File: src/rtl/core/tdfm_pkg.sv
// shared types and constants for the tilt and duty fault monitor
`default_nettype none

package tdfm_pkg;

	localparam int unsigned TIME_W  = 32;
	localparam int unsigned ANGLE_W = 16;
	localparam int unsigned MAG_W   = 17;
	localparam int unsigned LIMIT_W = 15;
	localparam int unsigned DELAY_W = 16;
	localparam int unsigned INDEX_W = 3;
	localparam int unsigned DATA_W  = 16;

	localparam logic [LIMIT_W-1:0] PITCH_LIMIT_RST = 15'd23040;
	localparam logic [LIMIT_W-1:0] ROLL_LIMIT_RST  = 15'd23040;
	localparam logic [LIMIT_W-1:0] DUTY_LIMIT_RST  = 15'd32767;

	typedef enum logic [1:0] {
		KIND_NONE  = 2'd0,
		KIND_PITCH = 2'd1,
		KIND_ROLL  = 2'd2,
		KIND_DUTY  = 2'd3
	} fault_kind_t;

	typedef enum logic [INDEX_W-1:0] {
		REG_PITCH_LIMIT = 3'd0,
		REG_ROLL_LIMIT  = 3'd1,
		REG_DUTY_LIMIT  = 3'd2,
		REG_PITCH_DELAY = 3'd3,
		REG_ROLL_DELAY  = 3'd4,
		REG_DUTY_DELAY  = 3'd5
	} cfg_reg_t;

	typedef struct packed {
		logic [TIME_W-1:0]         time_ms;
		logic signed [ANGLE_W-1:0] pitch;
		logic signed [ANGLE_W-1:0] roll;
		logic [LIMIT_W-1:0]        duty_mag;
		logic                      skip_delay;
	} in_word_t;

	typedef struct packed {
		logic        faulted;
		fault_kind_t fault_kind;
	} out_word_t;

	typedef struct packed {
		logic [LIMIT_W-1:0] pitch_limit;
		logic [LIMIT_W-1:0] roll_limit;
		logic [LIMIT_W-1:0] duty_limit;
		logic [DELAY_W-1:0] pitch_delay_ms;
		logic [DELAY_W-1:0] roll_delay_ms;
		logic [DELAY_W-1:0] duty_delay_ms;
	} cfg_regs_t;

	typedef struct packed {
		logic over;
		logic fault;
	} chan_res_t;

endpackage

`default_nettype wire

File: src/rtl/core/tilt_duty_fault_monitor_core.sv
// top level of the tilt and duty fault monitor
//
// usage
//   input channel: in_valid / in_stall / in_data carry one sample word with
//   a millisecond timestamp, pitch, roll, duty magnitude and a skip-delay flag
//   output channel: out_valid / out_stall / out_data carry one result word per
//   sample: faulted and fault_kind (none, pitch, roll, duty)
//   config port: cfg_we writes cfg_data into register cfg_index at the clock
//   edge; indexes beyond duty_delay_ms are ignored; write only while idle
//   latency: a word accepted at one edge has its result on out_valid after
//   the next edge, so the receiver can take it at the second edge; one word
//   per cycle is sustained, the stage register plus the result register set
//   the figure
//   stall: while out_stall holds a waiting result, the stage register keeps
//   its word and in_stall rises only once that stage is also full
//   reset: arst_n clears both valids, loads the default thresholds and zero
//   delays, and sets all three last-good times to zero
`default_nettype none

module tilt_duty_fault_monitor_core
	import tdfm_pkg::*;
(
	input  wire logic               clk,
	input  wire logic               arst_n,
	input  wire logic               in_valid,
	output      logic               in_stall,
	input  wire in_word_t           in_data,
	output      logic               out_valid,
	input  wire logic               out_stall,
	output out_word_t               out_data,
	input  wire logic               cfg_we,
	input  wire logic [INDEX_W-1:0] cfg_index,
	input  wire logic [DATA_W-1:0]  cfg_data
);

	cfg_regs_t regs;

	// stage one: sample register
	logic     valid_s1;
	in_word_t item_s1;

	// result register
	logic      res_valid_q;
	out_word_t res_q;

	// last-good timestamps, one per channel
	logic [TIME_W-1:0] pitch_ok_q;
	logic [TIME_W-1:0] roll_ok_q;
	logic [TIME_W-1:0] duty_ok_q;

	logic             advance;
	logic             take;
	logic [MAG_W-1:0] pitch_mag;
	logic [MAG_W-1:0] roll_mag;
	logic [MAG_W-1:0] duty_mag;
	chan_res_t        p_res;
	chan_res_t        r_res;
	chan_res_t        d_res;
	fault_kind_t      kind;

	tdfm_cfg u_cfg (
		.clk       (clk),
		.arst_n    (arst_n),
		.cfg_we    (cfg_we),
		.cfg_index (cfg_index),
		.cfg_data  (cfg_data),
		.regs      (regs)
	);

	// result slot frees up when empty or being taken this cycle
	assign advance  = !res_valid_q || !out_stall;
	assign in_stall = valid_s1 && !advance;
	assign take     = valid_s1 && advance;

	// 17-bit magnitudes so that the most negative angle stays positive
	always_comb begin
		pitch_mag = item_s1.pitch[ANGLE_W-1]
			? MAG_W'(17'h10000 - MAG_W'($unsigned(item_s1.pitch)))
			: MAG_W'($unsigned(item_s1.pitch));
		roll_mag  = item_s1.roll[ANGLE_W-1]
			? MAG_W'(17'h10000 - MAG_W'($unsigned(item_s1.roll)))
			: MAG_W'($unsigned(item_s1.roll));
		duty_mag  = MAG_W'(item_s1.duty_mag);
	end

	tdfm_channel u_pitch (
		.mag     (pitch_mag),
		.limit   (regs.pitch_limit),
		.delay   (regs.pitch_delay_ms),
		.ok_time (pitch_ok_q),
		.now     (item_s1.time_ms),
		.skip    (item_s1.skip_delay),
		.res     (p_res)
	);

	tdfm_channel u_roll (
		.mag     (roll_mag),
		.limit   (regs.roll_limit),
		.delay   (regs.roll_delay_ms),
		.ok_time (roll_ok_q),
		.now     (item_s1.time_ms),
		.skip    (item_s1.skip_delay),
		.res     (r_res)
	);

	tdfm_channel u_duty (
		.mag     (duty_mag),
		.limit   (regs.duty_limit),
		.delay   (regs.duty_delay_ms),
		.ok_time (duty_ok_q),
		.now     (item_s1.time_ms),
		.skip    (item_s1.skip_delay),
		.res     (d_res)
	);

	// priority: pitch, then roll, then duty
	always_comb begin
		if (p_res.fault) begin
			kind = KIND_PITCH;
		end else if (r_res.fault) begin
			kind = KIND_ROLL;
		end else if (d_res.fault) begin
			kind = KIND_DUTY;
		end else begin
			kind = KIND_NONE;
		end
	end

	// sample register
	always_ff @(posedge clk or negedge arst_n) begin
		if (!arst_n) begin
			valid_s1 <= 1'b0;
		end else if (!in_stall) begin
			valid_s1 <= in_valid;
		end
	end

	always_ff @(posedge clk) begin
		if (in_valid && !in_stall) begin
			item_s1 <= in_data;
		end
	end

	// result register
	always_ff @(posedge clk or negedge arst_n) begin
		if (!arst_n) begin
			res_valid_q <= 1'b0;
		end else if (advance) begin
			res_valid_q <= valid_s1;
		end
	end

	always_ff @(posedge clk) begin
		if (take) begin
			res_q.faulted    <= kind != KIND_NONE;
			res_q.fault_kind <= kind;
		end
	end

	// timers: a channel behind a fault is not looked at, so keeps its time
	always_ff @(posedge clk or negedge arst_n) begin
		if (!arst_n) begin
			pitch_ok_q <= '0;
			roll_ok_q  <= '0;
			duty_ok_q  <= '0;
		end else if (take) begin
			if (!p_res.over) begin
				pitch_ok_q <= item_s1.time_ms;
			end
			if (!p_res.fault && !r_res.over) begin
				roll_ok_q <= item_s1.time_ms;
			end
			if (!p_res.fault && !r_res.fault && !d_res.over) begin
				duty_ok_q <= item_s1.time_ms;
			end
		end
	end

	assign out_valid = res_valid_q;
	assign out_data  = res_q;

`ifndef NO_ASSERTIONS
	// an empty stage never holds the source back
	a_no_idle_stall: assert property (@(posedge clk) disable iff (!arst_n)
		!valid_s1 |-> !in_stall)
		else $error("input stalled with empty sample stage");

	// faulted flag agrees with the kind on every shown result
	a_flag_kind: assert property (@(posedge clk) disable iff (!arst_n)
		res_valid_q |-> (res_q.faulted == (res_q.fault_kind != KIND_NONE)))
		else $error("faulted flag and fault kind disagree");

	// an in-range pitch refreshes its last-good time
	a_pitch_refresh: assert property (@(posedge clk) disable iff (!arst_n)
		(take && !p_res.over) |=> (pitch_ok_q == $past(item_s1.time_ms)))
		else $error("pitch last-good time not refreshed");

	// a pitch fault leaves the later timers alone
	a_skip_later: assert property (@(posedge clk) disable iff (!arst_n)
		(take && p_res.fault) |=> ($stable(roll_ok_q) && $stable(duty_ok_q)))
		else $error("timer updated behind a pitch fault");

	// a result word moves out only when a stage word was taken
	a_result_source: assert property (@(posedge clk) disable iff (!arst_n)
		(!$past(res_valid_q) && res_valid_q) |-> $past(valid_s1))
		else $error("result appeared without a sample");
`endif

endmodule

`default_nettype wire

File: src/rtl/core/tdfm_cfg.sv
// configuration register file: thresholds and delays
`default_nettype none

module tdfm_cfg
	import tdfm_pkg::*;
(
	input  wire logic                clk,
	input  wire logic                arst_n,
	input  wire logic                cfg_we,
	input  wire logic [INDEX_W-1:0]  cfg_index,
	input  wire logic [DATA_W-1:0]   cfg_data,
	output cfg_regs_t                regs
);

	cfg_regs_t regs_q;

	always_ff @(posedge clk or negedge arst_n) begin
		if (!arst_n) begin
			regs_q.pitch_limit    <= PITCH_LIMIT_RST;
			regs_q.roll_limit     <= ROLL_LIMIT_RST;
			regs_q.duty_limit     <= DUTY_LIMIT_RST;
			regs_q.pitch_delay_ms <= '0;
			regs_q.roll_delay_ms  <= '0;
			regs_q.duty_delay_ms  <= '0;
		end else if (cfg_we) begin
			unique case (cfg_reg_t'(cfg_index))
				REG_PITCH_LIMIT: regs_q.pitch_limit    <= cfg_data[LIMIT_W-1:0];
				REG_ROLL_LIMIT:  regs_q.roll_limit     <= cfg_data[LIMIT_W-1:0];
				REG_DUTY_LIMIT:  regs_q.duty_limit     <= cfg_data[LIMIT_W-1:0];
				REG_PITCH_DELAY: regs_q.pitch_delay_ms <= cfg_data[DELAY_W-1:0];
				REG_ROLL_DELAY:  regs_q.roll_delay_ms  <= cfg_data[DELAY_W-1:0];
				REG_DUTY_DELAY:  regs_q.duty_delay_ms  <= cfg_data[DELAY_W-1:0];
				default: ; // unused index, write dropped
			endcase
		end
	end

	assign regs = regs_q;

endmodule

`default_nettype wire

File: src/rtl/core/tdfm_channel.sv
// one channel check: threshold compare and elapsed-time test
`default_nettype none

module tdfm_channel
	import tdfm_pkg::*;
(
	input  wire logic [MAG_W-1:0]   mag,
	input  wire logic [LIMIT_W-1:0] limit,
	input  wire logic [DELAY_W-1:0] delay,
	input  wire logic [TIME_W-1:0]  ok_time,
	input  wire logic [TIME_W-1:0]  now,
	input  wire logic               skip,
	output chan_res_t               res
);

	logic [TIME_W-1:0] elapsed;
	logic              over;

	always_comb begin
		over      = mag > MAG_W'(limit);
		// wrapping difference
		elapsed   = now - ok_time;
		res.over  = over;
		res.fault = over && ((elapsed > TIME_W'(delay)) || skip);
	end

endmodule

`default_nettype wire
File: config.mk
export PLATFORM = sky130hd
export DESIGN_NAME = tilt_duty_fault_monitor_core
export DESIGN_NICKNAME = d
export VERILOG_FILES = /design/src/rtl/core/tdfm_pkg.sv /design/src/rtl/core/tilt_duty_fault_monitor_core.sv /design/src/rtl/core/tdfm_cfg.sv /design/src/rtl/core/tdfm_channel.sv
export SDC_FILE = /design/constraint.sdc
export NUM_CORES = 1
export LEC_CHECK = 0
export BUFFER_PORTS_ARGS = -buffer_cell sky130_fd_sc_hd__buf_4
export CORE_ASPECT_RATIO = 0.6
export CORE_UTILIZATION = 50
export CTS_CLUSTER_SIZE = 20
export DETAILED_ROUTE_END_ITERATION = 6
export GPL_TIMING_DRIVEN = 0
export PLACE_DENSITY_LB_ADDON = 0.15
export REMOVE_ABC_BUFFERS = 1
export SYNTH_ARGS = -nofsm -noshare
export SYNTH_HDL_FRONTEND = slang
export SYNTH_HIERARCHICAL = 1
export SYNTH_SLANG_ARGS = --single-unit
File: constraint.sdc
create_clock -name clk -period 7.5 [get_ports clk]
set_clock_uncertainty 0.1 [all_clocks]
set_input_delay 2.25 -clock clk [delete_from_list [all_inputs] [get_ports clk]]
set_output_delay 2.25 -clock clk [all_outputs]
set_load 0.005 [all_outputs]
==> qor.yml, run 1 <==
drive_above_1_share_pct: 21.3
die_w_um: 254
ys_seq_area_share_pct: 38.3
stdcell_count: 2482
worst_pin_slew_ps: 962
pwr-share-clk_pct: 19.0
setup_viol: 0
first_pass_iters: 5
initial_utilization_pct: 50.7
startpoint_type: "flip-flop"
utilization_pct: 56.4
port_buffers: 108
p_sw_mw: 3.04
wl_per_cell_um: 19.2
yosysUniqueCellTypes: 92
fin_crit_ps: 7070
total_power_mw: 7.54
synth_edf_count: 83
detail_route.iter0.violations: 1169
r2r_cells: 24
whs_ps: 388
clk_pin_slew_ps: 60
slew_violations: 0
synth_top_family_by_area: "compound AO/OA/AOI/OAI gates"
criticalPathCategory: "reg -> reg"
intPower_mw: 4.50
gp_routability_congestion: 0.917
antenna_found_initial: 4
yosys.area_share.adder_pct: 12.6
design_area_um2: 21200
hold_violations: 0
cp_max_fo: 12
h-tree-depth: 1
slew_headroom_pct: 35.6
avgSynthCellArea_um2: 10.3
root_buffer: "clkbuf_16"
via_count: 14400
yosysMostFrequentCell: "inv_1"
synth.top_cells.by_count: "inv_1 (223), ha_1 (188), mux2_2 (169)"
synthMuxAreaShare_pct: 12.0
grt_pass1_wl_mm: 76.0
seq_power_share_pct: 28.6
synth_area_um2: 19100
fmax_ghz: 0.141
vdd_drop_max_mv: 0.220
maxCapViolCount: 0
crit_arrival_ps: 7430
synth-async-reset-ratio_pct: 69.7
dpl.cell_count: 2426
grt_use_total_pct: 25.0
dieHeight_um: 153
coreArea_um2: 37600
place_hpwl_mm: 37.2
rows: 55
switching_share_pct: 40.4
fillers: 3309
hold_buffers: 0
yosys_warnings: 6
synth_cells: 1856
drtAntennaViolNets: 0
cts_tree: "built"
hold-path-cell-count: 1
rsz0062_at_grt: "no"
overflow: 0
cts_buffers: 29
endpoint_kind: "flip-flop"
holdCritPathClass: "reg -> reg"
grt_pass1_vias: 13800
dp_slack_ps: 532
power_frac_comb_pct: 52.4
ios: 109
cts_sinks: 274
worstSkewPairLatency_ps: 580
grt_max_degree: 106
timing.final.crit_share_pct: 94.3
cp.required_ps: 7860
outcome: "completed"
p_leak_nw: 9.46
synth_largest_area_cell: "dfrtp_1"
wirelength_mm: 47.7
fin_setup_tns_ps: 0
synth-compound-area-share_pct: 15.5
synth_xor_area_share_pct: 3.86
ys_ff_latch: 274
dieArea_um2: 39000
area_delta_synth_final_pct: 11.3
drc: 0
synth_top_area_share_pct: 22.0
ys.flop_type: "dfrtp_1"
final_nets: 2240
worst_slack_ps: 431
p_per_area_nw_per_um2: 355
post_drt_via_cell_ratio: 5.80
placed_cell_area_um2: 20300
synth_simple_gate_area_share_pct: 11.2
synth.area.top_cells: "dfrtp_1 (22%), edfxtp_1 (13%), ha_1 (12%)"
cts.path.max_buffers: 3
[cell usage in the layout (no fill, tap or decap), types with 19 or more instances in the layout]
master / instances
ha_1: 188
dfrtp_1: 168
mux2_4: 20
o21ai_0: 64
mux2_2: 169
dfstp_2: 23
a21o_1: 58
buf_4: 109
nand4_1: 41
nor2b_1: 19
nand2b_1: 19
nand2_1: 93
or3_1: 20
o21a_1: 28
edfxtp_1: 83
xor2_1: 22
inv_1: 223
xnor2_1: 62
nor2_1: 74
nand3_1: 31
clkbuf_16: 29
a21oi_1: 114
[per-layer routing]
| layer | GRT usage (%) | up-vias | part of all wire (%) |
|---|---|---|---|
| met2 | 33.9 | 387 | 39 |
| met1 | 41.4 | 7069 | 53 |
| met3 | 3.85 | 52 | 6.7 |
| met4 | 3.90 | 0 | 1.4 |
| li1 | - | 6894 | - |
| met5 | 0 | - | 0 |
[worst max-delay path, stage by stage (launching register included)]
cell	delay [ps]
edfxtp_1	600
ha_1	480
o211ai_1	110
a21o_1	200
nand2_1	130
nor2_1	60
o21ai_0	270
a31oi_1	180
nor2_1	140
nor2_1	60
xnor2_1	220
ha_1	290
nand4_1	120
or4_1	140
a21oi_1	50
a2111oi_0	410
o21ai_0	320
a2111oi_2	450
nand4_1	140
nor4_1	580
a21boi_1	440
nor3_4	630
buf_8	230
buf_4	220
mux2_2	360
[area by class of cell]
class / instances / area [um^2] / share of cell area (%)
multi-input combinational: 1301 / 10600 / 49.9
sequential: 274 / 7300 / 34.4
timing repair buffer: 116 / 937 / 4.41
inverter: 223 / 837 / 3.94
clock buffer: 43 / 798 / 3.76
tap: 513 / 642 / 3.02
clock inverter: 11 / 129 / 0.607
antenna: 1 / 2.50 / 0.0118
[state kept, by name, summed over array words and instances (netlist names)]
| register | cells |
|---|---|
| out_data | 3 |
| item_s1 | 65 |
| out_valid | 1 |
| pitch_ok_q | 32 |
| duty_mag | 15 |
| valid_s1 | 1 |
| duty_ok_q | 32 |
| roll_ok_q | 32 |
| u_cfg/regs | 93 |
[power groups by stage]
stage	Combinational [mW]	Clock [mW]	Sequential (mW)
global placement	3.80	0	2.16
finish	3.95	1.43	2.15
floorplan	3.03	0	2.10
CTS	3.90	1.47	2.15
global route	4.43	1.52	2.21
detailed placement	3.87	0	2.18
[logic make-up (layout without fill, tap and decap cells)]
kind of cell	after synthesis	after routing
multiplexers	197	197
AND/OR/NAND/NOR	395	395
flip-flops	274	274
buffers and inverters	284	393
AO/OA/AOI/OAI	430	430
XOR/XNOR	84	84
other	1	5
adder cells (fa/ha/maj)	191	191
[repair_timing]
item,4_1_cts,5_1_grt
endpoints found under the setup margin,0,23
gates resized for setup,0,1
setup buffers,0,1
[final timing paths]
| kind | start | endpoint | slack [ps] |
|---|---|---|---|
| worst max-delay path | item_s1[52] | roll_ok_q[10] | 430 |
| worst min-delay path | valid_s1 | out_valid | 390 |
| worst max register to register | item_s1[52] | roll_ok_q[10] | 430 |
| worst min register to register | valid_s1 | out_valid | 390 |
| max in group asynchronous | arst_n | u_cfg/regs[72] | 4710 |
| min in group asynchronous | arst_n | pitch_ok_q[31] | 1580 |
(Power assumes the default switching activity.)
==> run 2: changes to the inputs <==
RECOVER_POWER = 50   (was default)
==> run 2 against run 1 <==
The flow now finishes with violations (capacitance limit, slew limit). Cell count about the same. Power about the same. Global-route usage unchanged. Sequential share of layout area increased by 0.057 points. Critical path depth unchanged.
==> qor.yml, run 2 (synthesized netlist as in run 1, its figures left out) <==
cpMostUsedCell: "nor2_1"
grt_max_degree: 106
seq_area_um2: 7300
wirelength_mm: 47.7
timing.final.crit_share_pct: 93.1
cts.path.max_buffers: 3
first_pass_iters: 5
worst_pin_slew_ps: 4980
cts_tree: "built"
gp_routability_congestion: 0.917
root_buffer: "clkbuf_16"
final_nets: 2240
dp_slack_ps: 532
slew_violations: 87
worst_slack_ps: 520
antenna_cells: 0
hold_violations: 0
cts_buffers: 29
startpoint_type: "flip-flop"
crit_chain: "ha_1, o211ai_1, a21o_1, nand2_1, nor2_1, o21ai_0, a31oi_1, nor2_1, nor2_1, xnor2_1, ha_1, nand4_1, or4_1, a21oi_1, a2111oi_0, o21ai_0, a2111oi_2, nand4_1, nor4_1, a21boi_1, nor3_4, buf_8, buf_4, mux2_2"
endpoint_kind: "flip-flop"
coreArea_um2: 37600
p_per_area_nw_per_um2: 355
cts_sinks: 274
crit_arrival_ps: 7340
antenna_found_initial: 4
route.met3.wl_mm: 3.05
criticalPathCategory: "reg -> reg"
slew_headroom_pct: -232
vdd_drop_max_mv: 0.220
critPathMaxStageDelay_ps: 640
final_common_cell: "inv_1"
hold_buffers: 0
post_drt_via_cell_ratio: 5.80
die_w_um: 254
cp.required_ps: 7860
h-tree-depth: 1
setup_viol: 0
top_layer: "met4"
dr_wl_met2_mm: 18.5
overflow: 0
drc: 0
initial_utilization_pct: 50.7
grt_pass1_wl_mm: 76.0
rsz0062_at_grt: "no"
ios: 109
cp_max_fo: 12
violations: "capacitance limit, slew limit"
grt_pass1_vias: 13800
wl_met1_mm: 25.4
multi_input_area_um2: 10600
total_power_mw: 7.53
worstSkewPairLatency_ps: 580
maxCapViolCount: 1
p_leak_nw: 9.42
wl_per_cell_um: 19.2
drive_above_1_share_pct: 21.0
drtAntennaViolNets: 0
grt_use_total_pct: 25.0
detail_route.iter0.violations: 1122
fin_crit_ps: 6980
rows: 55
dieArea_um2: 39000
fillers: 3315
fmax_ghz: 0.143
via_count: 14400
final_cell_mix: "inv_1 (223), ha_1 (188), mux2_2 (169)"
port_buffers: 108
outcome: "complete, but fails checks"
clk_pin_slew_ps: 60
dieHeight_um: 153
cp_slowest_cell: "nor3_4"
holdCritPathClass: "reg -> reg"
largest_reg_flops: 93
place_hpwl_mm: 37.2
area_delta_synth_final_pct: 11.1
[run 2: cell types whose count changed in the layout (fill, tap and decap cells not counted)]
cell      delta
buf_8        -1
a21bo_1      +1
diode_2      -1
clkbuf_1     +2
and2_0       +1
buf_4       -81
nor4bb_1     +1
and2_4       -1
clkbuf_4    +80
nor4bb_4     -1
a21bo_2      -1
[run 2: area by class of cell]
type                            instances  share of cell area [%]
Multi-Input combinational cell       1301                    49.9
Sequential cell                       274                    34.4
Tap cell                              513                    3.03
Timing Repair Buffer                  116                    4.35
Clock inverter                         11                   0.608
Clock buffer                           43                    3.76
Inverter                              223                    3.95
[run 2: worst paths after layout]
check / start / end / slack [ps] / depth (start not counted)
max: item_s1[52] / roll_ok_q[10] / 520 / 24
min: valid_s1 / out_valid / 390 / 1
max reg2reg: item_s1[52] / roll_ok_q[10] / 520 / 24
min reg2reg: valid_s1 / out_valid / 390 / 1
max in group asynchronous: arst_n / roll_ok_q[17] / 1160 / 1
min in group asynchronous: arst_n / pitch_ok_q[31] / 3370 / 1
[run 2: stage by stage]
stage	TNS (ps)	utilization, %	instance area [um^2]	std cells	hold WS, ps
CTS	0	56.4	21200	2480	389
finish	0	56.3	21200	2481	385
global placement	-88810	53.5	20100	2419	363
global route	0	56.3	21200	2481	413
floorplan	0	-	18700	1798	341
detailed placement	0	53.9	20300	2426	374
[run 2: power by group]
part | switching [mW] | internal, mW | leakage (nW) | total, mW
Combinational | 2.20 | 1.75 | 5.87 | 3.95
Clock | 0.620 | 0.811 | 0.450 | 1.43
Sequential | 0.222 | 1.93 | 3.10 | 2.15
Total | 3.04 | 4.49 | 9.42 | 7.53
[run 2: what timing repair did]
item                       4_1_cts  5_1_grt
gates resized for setup          0        1
setup endpoints to repair        0       23
setup buffers                    0        1
[run 2: routing by layer]
layer,GRT usage (%),up-vias
li1,-,6891
met1,41.4,7032
met2,33.9,402
met3,3.85,56
met4,3.90,0
met5,0,-
[run 2: worst max-delay path, delay by kind of cell (launching register included)]
family | cells | cell delay (ps)
compound gates | 9 | 2390
xor+xnor | 1 | 220
fa+ha+maj | 2 | 770
buf+inv | 2 | 450
flops | 1 | 600
mux | 1 | 360
simple gates | 9 | 1970
